$ cat src/hw/rtl/srp_pkg.sv
`default_nettype none
package srp_pkg;

  localparam int DataW = 8;
  localparam int TdataW = 232;

  localparam logic [2:0] PH_HEADER = 3'd0;
  localparam logic [2:0] PH_IPV4 = 3'd1;
  localparam logic [2:0] PH_DLEN = 3'd2;
  localparam logic [2:0] PH_DNAME = 3'd3;
  localparam logic [2:0] PH_IPV6 = 3'd4;
  localparam logic [2:0] PH_PORT = 3'd5;

  localparam logic [7:0] AT_IPV4 = 8'h01;
  localparam logic [7:0] AT_DOMAIN = 8'h03;
  localparam logic [7:0] AT_IPV6 = 8'h04;
  localparam logic [7:0] IPV6_BYTES = 8'd16;

  localparam logic [1:0] ST_MORE = 2'd0;
  localparam logic [1:0] ST_DONE = 2'd1;
  localparam logic [1:0] ST_ERROR = 2'd2;

  localparam logic [3:0] KIND_VERSION = 4'd0;
  localparam logic [3:0] KIND_COMMAND = 4'd1;
  localparam logic [3:0] KIND_RESERVED = 4'd2;
  localparam logic [3:0] KIND_ATYPE = 4'd3;
  localparam logic [3:0] KIND_IPV4 = 4'd4;
  localparam logic [3:0] KIND_DLEN = 4'd5;
  localparam logic [3:0] KIND_DNAME = 4'd6;
  localparam logic [3:0] KIND_IPV6_HI = 4'd7;
  localparam logic [3:0] KIND_IPV6_LO = 4'd8;
  localparam logic [3:0] KIND_PORT = 4'd9;

  typedef struct packed {
    logic [3:0] kind;
    logic [1:0] status;
    logic [DataW-1:0] data;
  } op_t;

endpackage
`default_nettype wire

$ cat src/hw/rtl/socks5_request_parser.sv
`default_nettype none
// socks5 connect request parser: one request byte per transaction in, one result per byte
// out, with status (more, done, error) and all fields parsed so far; sustains one byte per
// cycle while results are taken; each byte passes through the two-entry queue register that
// takes the classified byte and the field registers that drive the result; the input stalls
// while the queue holds two bytes, which comes about only when a result is not taken
module socks5_request_parser (
  input  wire logic clk,
  input  wire logic rst,
  input  wire logic s_tvalid,
  output logic s_tready,
  // data_byte
  input  wire logic [7:0] s_tdata,
  output logic m_tvalid,
  input  wire logic m_tready,
  // status, version, command, reserved_byte, address_type, ipv4_address, ipv6_high,
  // ipv6_low, port_number, domain_length, domain_char, domain_char_valid, zero pad
  output logic [srp_pkg::TdataW-1:0] m_tdata
);

  srp_pkg::op_t front_op;
  srp_pkg::op_t q_op;
  logic push;
  logic q_full;
  logic q_valid;
  logic pop;

  srp_front u_front (
    .clk(clk),
    .rst(rst),
    .in_valid(s_tvalid),
    .in_data(s_tdata),
    .q_full(q_full),
    .in_ready(s_tready),
    .push(push),
    .op(front_op)
  );

  srp_queue u_queue (
    .clk(clk),
    .rst(rst),
    .push(push),
    .push_op(front_op),
    .full(q_full),
    .pop(pop),
    .q_valid(q_valid),
    .q_op(q_op)
  );

  srp_back u_back (
    .clk(clk),
    .rst(rst),
    .q_valid(q_valid),
    .q_op(q_op),
    .pop(pop),
    .m_tvalid(m_tvalid),
    .m_tready(m_tready),
    .m_tdata(m_tdata)
  );

endmodule
`default_nettype wire

$ cat src/hw/rtl/srp_front.sv
`default_nettype none
module srp_front (
  input  wire logic clk,
  input  wire logic rst,
  input  wire logic in_valid,
  input  wire logic [srp_pkg::DataW-1:0] in_data,
  input  wire logic q_full,
  output logic in_ready,
  output logic push,
  output srp_pkg::op_t op
);

  logic [2:0] phase;
  logic [2:0] phase_next;
  logic [7:0] bytes_left;
  logic [7:0] bytes_left_next;
  logic [2:0] ph;
  logic [7:0] bl;
  logic [7:0] bl_dec;

  assign in_ready = !q_full;
  assign push = in_valid && in_ready;
  assign bl_dec = bl - 8'd1;

  always_comb begin
    ph = (phase > srp_pkg::PH_PORT) ? srp_pkg::PH_HEADER : phase;
    bl = bytes_left;
    if (phase > srp_pkg::PH_PORT) begin
      bl = 8'd4;
    end else if (ph == srp_pkg::PH_HEADER) begin
      if (bytes_left == 8'd0 || bytes_left > 8'd4) begin
        bl = 8'd4;
      end
    end else if (bytes_left == 8'd0) begin
      bl = 8'd1;
    end
  end

  always_comb begin
    op.data = in_data;
    op.status = srp_pkg::ST_MORE;
    op.kind = srp_pkg::KIND_VERSION;
    phase_next = ph;
    bytes_left_next = bl_dec;
    unique case (ph)
      srp_pkg::PH_IPV4, srp_pkg::PH_DNAME, srp_pkg::PH_IPV6: begin
        if (ph == srp_pkg::PH_IPV4) begin
          op.kind = srp_pkg::KIND_IPV4;
        end else if (ph == srp_pkg::PH_DNAME) begin
          op.kind = srp_pkg::KIND_DNAME;
        end else if (bl > 8'd8) begin
          op.kind = srp_pkg::KIND_IPV6_HI;
        end else begin
          op.kind = srp_pkg::KIND_IPV6_LO;
        end
        if (bl_dec == 8'd0) begin
          phase_next = srp_pkg::PH_PORT;
          bytes_left_next = 8'd2;
        end
      end
      srp_pkg::PH_DLEN: begin
        op.kind = srp_pkg::KIND_DLEN;
        if (in_data == 8'd0) begin
          op.status = srp_pkg::ST_ERROR;
          phase_next = srp_pkg::PH_HEADER;
          bytes_left_next = 8'd4;
        end else begin
          phase_next = srp_pkg::PH_DNAME;
          bytes_left_next = in_data;
        end
      end
      srp_pkg::PH_PORT: begin
        op.kind = srp_pkg::KIND_PORT;
        if (bl_dec == 8'd0) begin
          op.status = srp_pkg::ST_DONE;
          phase_next = srp_pkg::PH_HEADER;
          bytes_left_next = 8'd4;
        end
      end
      default: begin
        priority if (bl == 8'd4) begin
          op.kind = srp_pkg::KIND_VERSION;
        end else if (bl == 8'd3) begin
          op.kind = srp_pkg::KIND_COMMAND;
        end else if (bl == 8'd2) begin
          op.kind = srp_pkg::KIND_RESERVED;
        end else begin
          op.kind = srp_pkg::KIND_ATYPE;
          priority if (in_data == srp_pkg::AT_IPV4) begin
            phase_next = srp_pkg::PH_IPV4;
            bytes_left_next = 8'd4;
          end else if (in_data == srp_pkg::AT_DOMAIN) begin
            phase_next = srp_pkg::PH_DLEN;
            bytes_left_next = 8'd1;
          end else if (in_data == srp_pkg::AT_IPV6) begin
            phase_next = srp_pkg::PH_IPV6;
            bytes_left_next = srp_pkg::IPV6_BYTES;
          end else begin
            op.status = srp_pkg::ST_DONE;
            phase_next = srp_pkg::PH_HEADER;
            bytes_left_next = 8'd4;
          end
        end
      end
    endcase
  end

  always_ff @(posedge clk) begin
    if (rst) begin
      phase <= srp_pkg::PH_HEADER;
      bytes_left <= 8'd4;
    end else if (push) begin
      phase <= phase_next;
      bytes_left <= bytes_left_next;
    end
  end

endmodule
`default_nettype wire

$ cat src/hw/rtl/srp_queue.sv
`default_nettype none
module srp_queue (
  input  wire logic clk,
  input  wire logic rst,
  input  wire logic push,
  input  wire srp_pkg::op_t push_op,
  output logic full,
  input  wire logic pop,
  output logic q_valid,
  output srp_pkg::op_t q_op
);

  srp_pkg::op_t entries [2];
  logic wr_ptr;
  logic rd_ptr;
  logic [1:0] count;

  assign full = (count == 2'd2);
  assign q_valid = (count != 2'd0);
  assign q_op = entries[rd_ptr];

  always_ff @(posedge clk) begin
    if (push) begin
      entries[wr_ptr] <= push_op;
    end
  end

  always_ff @(posedge clk) begin
    if (rst) begin
      wr_ptr <= 1'b0;
      rd_ptr <= 1'b0;
      count <= 2'd0;
    end else begin
      if (push) begin
        wr_ptr <= !wr_ptr;
      end
      if (pop) begin
        rd_ptr <= !rd_ptr;
      end
      unique case ({push, pop})
        2'b10: count <= count + 2'd1;
        2'b01: count <= count - 2'd1;
        default: count <= count;
      endcase
    end
  end

`ifndef SYNTHESIS
  a_no_overflow: assert property (@(posedge clk) disable iff (rst)
    full && !pop |-> !push)
    else $error("push into full queue");
  a_count_range: assert property (@(posedge clk) disable iff (rst)
    count != 2'd3)
    else $error("queue count out of range");
`endif

endmodule
`default_nettype wire

$ cat src/hw/rtl/srp_back.sv
`default_nettype none
module srp_back (
  input  wire logic clk,
  input  wire logic rst,
  input  wire logic q_valid,
  input  wire srp_pkg::op_t q_op,
  output logic pop,
  output logic m_tvalid,
  input  wire logic m_tready,
  output logic [srp_pkg::TdataW-1:0] m_tdata
);

  logic [1:0] status;
  logic [7:0] version;
  logic [7:0] command;
  logic [7:0] reserved_byte;
  logic [7:0] address_type;
  logic [31:0] ipv4_address;
  logic [63:0] ipv6_high;
  logic [63:0] ipv6_low;
  logic [15:0] port_number;
  logic [7:0] domain_length;
  logic [7:0] domain_char;
  logic domain_char_valid;

  assign pop = q_valid && (!m_tvalid || m_tready);

  assign m_tdata = {5'd0, domain_char_valid, domain_char, domain_length, port_number,
                    ipv6_low, ipv6_high, ipv4_address, address_type, reserved_byte,
                    command, version, status};

  always_ff @(posedge clk) begin
    if (rst) begin
      m_tvalid <= 1'b0;
    end else if (pop) begin
      m_tvalid <= 1'b1;
    end else if (m_tready) begin
      m_tvalid <= 1'b0;
    end
  end

  always_ff @(posedge clk) begin
    if (rst) begin
      status <= srp_pkg::ST_MORE;
      version <= 8'd0;
      command <= 8'd0;
      reserved_byte <= 8'd0;
      address_type <= 8'd0;
      ipv4_address <= 32'd0;
      ipv6_high <= 64'd0;
      ipv6_low <= 64'd0;
      port_number <= 16'd0;
      domain_length <= 8'd0;
      domain_char <= 8'd0;
      domain_char_valid <= 1'b0;
    end else if (pop) begin
      status <= q_op.status;
      domain_char <= 8'd0;
      domain_char_valid <= 1'b0;
      unique case (q_op.kind)
        srp_pkg::KIND_VERSION: begin
          version <= q_op.data;
          command <= 8'd0;
          reserved_byte <= 8'd0;
          address_type <= 8'd0;
          ipv4_address <= 32'd0;
          ipv6_high <= 64'd0;
          ipv6_low <= 64'd0;
          port_number <= 16'd0;
          domain_length <= 8'd0;
        end
        srp_pkg::KIND_COMMAND: command <= q_op.data;
        srp_pkg::KIND_RESERVED: reserved_byte <= q_op.data;
        srp_pkg::KIND_ATYPE: address_type <= q_op.data;
        srp_pkg::KIND_IPV4: ipv4_address <= {ipv4_address[23:0], q_op.data};
        srp_pkg::KIND_DLEN: domain_length <= q_op.data;
        srp_pkg::KIND_DNAME: begin
          domain_char <= q_op.data;
          domain_char_valid <= 1'b1;
        end
        srp_pkg::KIND_IPV6_HI: ipv6_high <= {ipv6_high[55:0], q_op.data};
        srp_pkg::KIND_IPV6_LO: ipv6_low <= {ipv6_low[55:0], q_op.data};
        srp_pkg::KIND_PORT: port_number <= {port_number[7:0], q_op.data};
        default: ;
      endcase
    end
  end

`ifndef SYNTHESIS
  a_dchar_more: assert property (@(posedge clk) disable iff (rst)
    domain_char_valid |-> status == srp_pkg::ST_MORE)
    else $error("domain byte with final status");
  a_error_len: assert property (@(posedge clk) disable iff (rst)
    status == srp_pkg::ST_ERROR |-> domain_length == 8'd0)
    else $error("error with nonzero domain length");
  a_new_request: assert property (@(posedge clk) disable iff (rst)
    pop && q_op.kind == srp_pkg::KIND_VERSION |=> command == 8'd0 && port_number == 16'd0)
    else $error("fields not cleared on new request");
`endif

endmodule
`default_nettype wire

$ cat config.mk
export PLATFORM = sky130hd
export DESIGN_NAME = socks5_request_parser
export DESIGN_NICKNAME = d
export VERILOG_FILES = /design/src/hw/rtl/srp_pkg.sv /design/src/hw/rtl/socks5_request_parser.sv /design/src/hw/rtl/srp_front.sv /design/src/hw/rtl/srp_queue.sv /design/src/hw/rtl/srp_back.sv
export SDC_FILE = /design/constraint.sdc
export NUM_CORES = 1
export LEC_CHECK = 0
export BUFFER_PORTS_ARGS = -buffer_cell sky130_fd_sc_hd__buf_2
export CAP_MARGIN = 40
export CORE_MARGIN = 2
export CORE_UTILIZATION = 50
export DETAILED_ROUTE_END_ITERATION = 16
export PLACE_DENSITY_LB_ADDON = 0.15
export SLEW_MARGIN = 20
export SYNTH_ARGS = -nofsm -noshare
export SYNTH_HDL_FRONTEND = slang
export SYNTH_SLANG_ARGS = --single-unit
export TNS_END_PERCENT = 5
$ cat constraint.sdc
create_clock -name clk -period 4.1 [get_ports clk]
set_input_delay 0.82 -clock clk [delete_from_list [all_inputs] [get_ports clk]]
set_output_delay 0.82 -clock clk [all_outputs]
set_load 0.02 [all_outputs]
Word-level counts from Yosys, hierarchy flattened
Memories as Yosys holds them, arrays and structs flattened. A register that Yosys moved wholly into a read port is not among the register bits.
Cells that the tools add are included.
{"block": "word_totals", "ff_bits": 243, "ram_bits": 28, "in_bits": 12, "out_inout_bits": 234, "wordCells": 140, "n_memories": 1}
{"block": "op_classes", "n_addsub": 3, "order_cmp": 3, "eq_ne": 23, "mux": 58, "n_reduce_logical": 34}
{"memory": "u_queue.entries", "depth": 2, "width": 14, "read_ports": 1, "rd_clocked_by_memory_dff": 1, "write_ports": 1, "line": "srp_queue.sv:13", "source": "srp_pkg::op_t entries [2];"}
{"cell": "$pmux W64 S2", "count": 2}
{"cell": "$mux W8", "count": 12}
{"cell": "$pmux W32 S2", "count": 1}
{"cell": "$pmux W8 S2", "count": 4}
{"cell": "$pmux W16 S2", "count": 1}
{"cell": "$mux W3", "count": 9}
{"cell": "$eq A8 B2 Y1 const B", "count": 3}
{"cell": "$logic_not A8 Y1", "count": 3}
{"cell": "$pmux W8 S3", "count": 1}
{"cell": "$reduce_bool A2 Y1", "count": 11}
{"cell": "$mux W4", "count": 5}
{"cell": "$reduce_and A2 Y1", "count": 9}
{"cell": "$eq A4 B3 Y1 const B", "count": 4}
{"cell": "$eq A8 B3 Y1 const B", "count": 2}
{"cell": "$mux W2", "count": 7}
{"cell": "$pmux W4 S3", "count": 1}
{"cell": "$mux W1", "count": 10}
{"cell": "$mux W5", "count": 2}
{"cell": "$pmux W3 S3", "count": 1}
{"cell": "$eq A4 B2 Y1 const B", "count": 2}
{"cell": "$eq A4 B4 Y1 const B", "count": 2}
{"cell": "$eq A8 B1 Y1 const B", "count": 1}
{"cell": "$gt A8 B3 Y1 const B", "count": 1}
{"cell": "$gt A8 B4 Y1 const B", "count": 1}
{"cell": "other kinds (18)", "count": 26}

Depth between registers and ports, before layout
{"block": "depth", "word_depth": 10, "mapped_depth": 14, "ltp_nobuf": 12}

By module
From an unflattened synthesis, not the netlist that was laid out.
{"block": "hier_totals", "cells_unflattened": 1158, "hier_area_um2": 11365.9}
{"mod": "srp_back", "instances": 1, "cells_per_inst": 892, "area_per_inst_um2": 8727.1, "seq_area_each_um2": 4564.4}
{"mod": "srp_front", "instances": 1, "cells_per_inst": 201, "area_per_inst_um2": 1427.6, "seq_area_each_um2": 220.2}
{"mod": "srp_queue", "instances": 1, "cells_per_inst": 65, "area_per_inst_um2": 1211.2, "seq_area_each_um2": 940.9}

Worst setup path after synthesis
No wires, ideal clock.
{"block": "synth_timing", "kind": "register -> register", "from": "register u_front.bytes_left[3]", "to": "memory u_queue.entries[0][8] (netlist name) (data pin)", "setup_time_ns": 0.155, "arrival_ns": 3.447, "path_slack_ns": 0.498, "path_stages_with_launch": 13, "path_buffers": 2, "cell_sequence": "dfxtp_1 > buf_6 > or4_4 > buf_6 > nor4b_1 > o21ai_0 > nor2_1 > inv_1 > ha_1 > or4_4 > o22a_1 > or4_1 > o21ai_1"}
{"element": "from (decl)", "line": "srp_front.sv:15", "source": "logic [7:0] bytes_left;"}
{"element": "from (signal assigned)", "line": "srp_front.sv:114", "source": "bytes_left <= bytes_left_next;"}
{"element": "to (decl)", "line": "srp_queue.sv:13"}

==> summary.txt <==
Synth
  – Synth cell count leaders: dfxtp_1 (244), nor2_1 (204), a22oi_1 (137)
  – Main synth FF type: dfxtp_1
  – Yosys warns: 0
  – Post-synthesis cell type count: 62
  – Avg Cell Area, Syn: 9.14 µm²
  – Most frequent cell after synthesis: dfxtp_1
  – Ys async rst share: 0%
  – Top cells by area, synth: dfxtp_1 (47%), a22oi_1 (9.8%), edfxtp_1 (8.0%)
  – Post-synth EDFFs: 28
  – Mapped cell area: ~10000 µm²
  – Post-synth top area share: 46.6%
  – Dominant cell type by area after synthesis: dfxtp_1
  – Post-synthesis sequential area ratio: a little over half
  – Seq cells post-synth: between 200 and 300
  – Post-Synthesis Cells: between 1000 and 1500

Clocking
  – CTS Sinks: 272
  – Clk buf depth: 3
  – Cts hold-fix bufs: 0
  – Worst-skew pair later-pin latency: 0.54 ns
  – Cts bufs inserted: 28
  – Worst-path clk slew: roughly 0.060 ns
  – H-tree Lvls: 1
  – CTS tree: done
  – CTS Root Cell: clkbuf_16

Layout
  – Filler cell count: roughly 1800
  – Final Instance Area: 12800 µm²
  – Synth-to-Final Area Change: 22.5%
  – Layout cells sized above 1: 24.8%
  – ANT cells: 0
  – Final nets: 1370
  – Finished Layout Cells: 1644
  – Area of the multi-input gates: 4360 µm²
  – Area occupied by registers: ~5700 µm²

Global routing
  – First-pass GRT wire length: 45400 µm
  – GRT Residual Overflow: 0
  – Initial antenna violation count: 1
  – Vias in the first global route: roughly 8400
  – Largest net degree at the start of global routing: 76
  – Gr usage total: 25.2%

Detailed routing
  – DRC errors left: 0
  – Post-detailed-route via-to-cell ratio: 5.66
  – WL/cell: 17.9 µm
  – Post-DRT Antenna Nets: 0
  – Aggregate routed wire length: 29400 µm
  – TritonRoute pass-1 iters: 6
  – Vias: 9298
  – DR iter-0 viols: 742

Setup path
  – CP required: 4.47 ns
  – Cell mode on critical path: or4_4
  – Crit path from: u_front.bytes_left[3]$_SDFFE_PP0P_
  – Launch point of the worst reg-to-reg path: u_front.bytes_left[3]$_SDFFE_PP0P_
  – CP Data Arrival Time: 4.24 ns
  – CP peak stage delay: 0.63 ns
  – Slowest-stage cell, CP: or4_4
  – CP Class: reg2reg
  – CP Cell Sequence: or4_4 > nor4b_1 > o21ai_0 > or2_2 > ha_1 > or4_4 > o22a_1 > or4_1 > o21ai_1
  – Setup crit start kind: flip-flop
  – Cell family with most CP delay: simple AND/OR/NAND/NOR gates
  – Worst-path fanout max: 10
  – CP bufs+invs: 0
  – Setup crit end kind: flip-flop

Power
  – Total power divided by cell area: 581 nW/µm²
  – Pwr Total: 7460 µW
  – Peak supply drop: 348 µV
  – LEAKAGE: 0.00527 µW

Timing
  – Final worst setup slack: 0.235 ns
  – Setup TNS: 0 ns
  – Final-report hold violation count: 0
  – Relative slew margins: 48.8%
  – Final Cycle Share: a little over nine tenths
  – Min Tclk post-route: about 3.9 ns
  – Clk_skew: between 0.007 and 0.008 ns
  – RSZ-0062 raised after global routing: no
  – Final Slew Violations: 0
  – Final setup fails: 0
  – Slew @ Worst Pin: 0.763 ns
  – Fmax: 259 MHz

Placement
  – Count of input and output buffers: 240
  – Routability cong.: 0.886
  – Area after DPL: ~12000 µm²
  – Cell total after placement: 1589
  – Pre-CTS WS: ~0.13 ns
  – HPWL after detailed placement: approximately 19000 µm

Flow run
  – Max cap viols: 0

Die
  – Die Wd: 149 µm
  – Initial Util: 51.3%
  – Die Ht: between 100 and 150 µm
  – Rows: between 50 and 60
  – Die footprint: 22100 µm²
  – Core footprint: approximately 20000 µm²
  – Top-level I/O count: 246

Outcome
  – Run status: finished, final reports clean

Hold path
  – Hold Startpoint: u_back.ipv6_low[60]$_SDFFE_PP0P_
  – Hold crit path type: reg2reg
[cell usage in the layout (no fill, tap or decap), types with 28 or more instances in the layout]
cell	synthesis	routed
nand3_1	69	69
nor2_1	204	200
clkbuf_16	0	29
edfxtp_1	28	28
dfxtp_1	244	244
a21oi_1	99	99
buf_2	0	240
nor3_1	29	29
nand2_1	80	80
a22oi_1	137	137
[registers in the layout, summed over array words and instances (netlist names), named ones only]
register / cells
u_queue.entries: 28
u_back.command: 8
u_back.m_tvalid: 1
u_back.status: 2
u_back.domain_length: 8
u_back.address_type: 8
u_front.phase: 3
u_back.reserved_byte: 8
u_back.ipv6_low: 64
u_back.version: 8
u_queue.wr_ptr: 1
u_front.bytes_left: 8
u_queue.rd_ptr: 1
u_back.ipv4_address: 32
u_back.domain_char: 8
u_back.ipv6_high: 64
u_back.port_number: 16
u_queue.count: 2
u_back.domain_char_valid: 1
[stage by stage]
| step | hold slack [ns] | utilization (%) |
|---|---|---|
| after floorplan | 0.458 | - |
| after global placement | 0.440 | 58.1 |
| after detailed placement | 0.441 | 58.3 |
| after CTS | 0.450 | 62.7 |
| after global routing | 0.466 | 62.8 |
| final | 0.450 | 62.8 |
[metal layers]
layer | up-vias | wire length [µm] | GRT usage, %
met5 | - | 13 | 0
met4 | 2 | 659 | 7.29
met3 | 49 | 2270 | 5.84
met2 | 334 | 13600 | 40.5
met1 | 4414 | 12800 | 34.3
li1 | 4499 | - | -
[path summary, 6_finish.rpt]
kind                                      endpoint  slack [ns]  cells after the start
setup / recovery   u_queue.entries[0][8]$_DFFE_PP_        0.23                      9
hold / removal    u_back.ipv6_low[60]$_SDFFE_PP0P_        0.45                      2
setup reg to reg   u_queue.entries[0][8]$_DFFE_PP_        0.23                      9
hold reg to reg   u_back.ipv6_low[60]$_SDFFE_PP0P_        0.45                      2
[final cells by class]
type | count | area share [%]
inverter | 8 | 0.234
multi-input combinational | 771 | 34.0
clock buffer | 41 | 6.47
timing repair buffer | 271 | 11.6
clock inverter | 11 | 0.536
tap | 270 | 2.63
sequential | 272 | 44.6
[what timing repair did]
item / in CTS / in global routing
resized for setup: 0 / 1
buffers inserted: 0 / 3
endpoints found under the setup margin: 0 / 8
[cells by family after synthesis]
logic type | after synthesis | share of synthesized area, %
multiplexers | 25 | 2.51
XOR/XNOR | 5 | 0.418
AO/OA/AOI/OAI | 306 | 19.6
other | 1 | 0.0358
adder cells (fa/ha/maj) | 6 | 0.716
flip-flops | 272 | 54.6
AND/OR/NAND/NOR | 424 | 17.9
buffers and inverters | 108 | 4.26
[where the power goes]
| group | leakage, µW | switching [µW] | internal (µW) |
|---|---|---|---|
| Sequential | 0.00223 | 129 | 2880 |
| Clock | 0.000443 | 1030 | 1400 |
| Combinational | 0.00259 | 1390 | 627 |
| Total | 0.00527 | 2550 | 4910 |
[tightest hold or removal path, delay by kind of cell (launching register included)]
family / cells / cell delay [ns]
simple gates: 1 / 0.05
compound gates: 1 / 0.05
flops: 1 / 0.31
(Power assumes the default switching activity.)
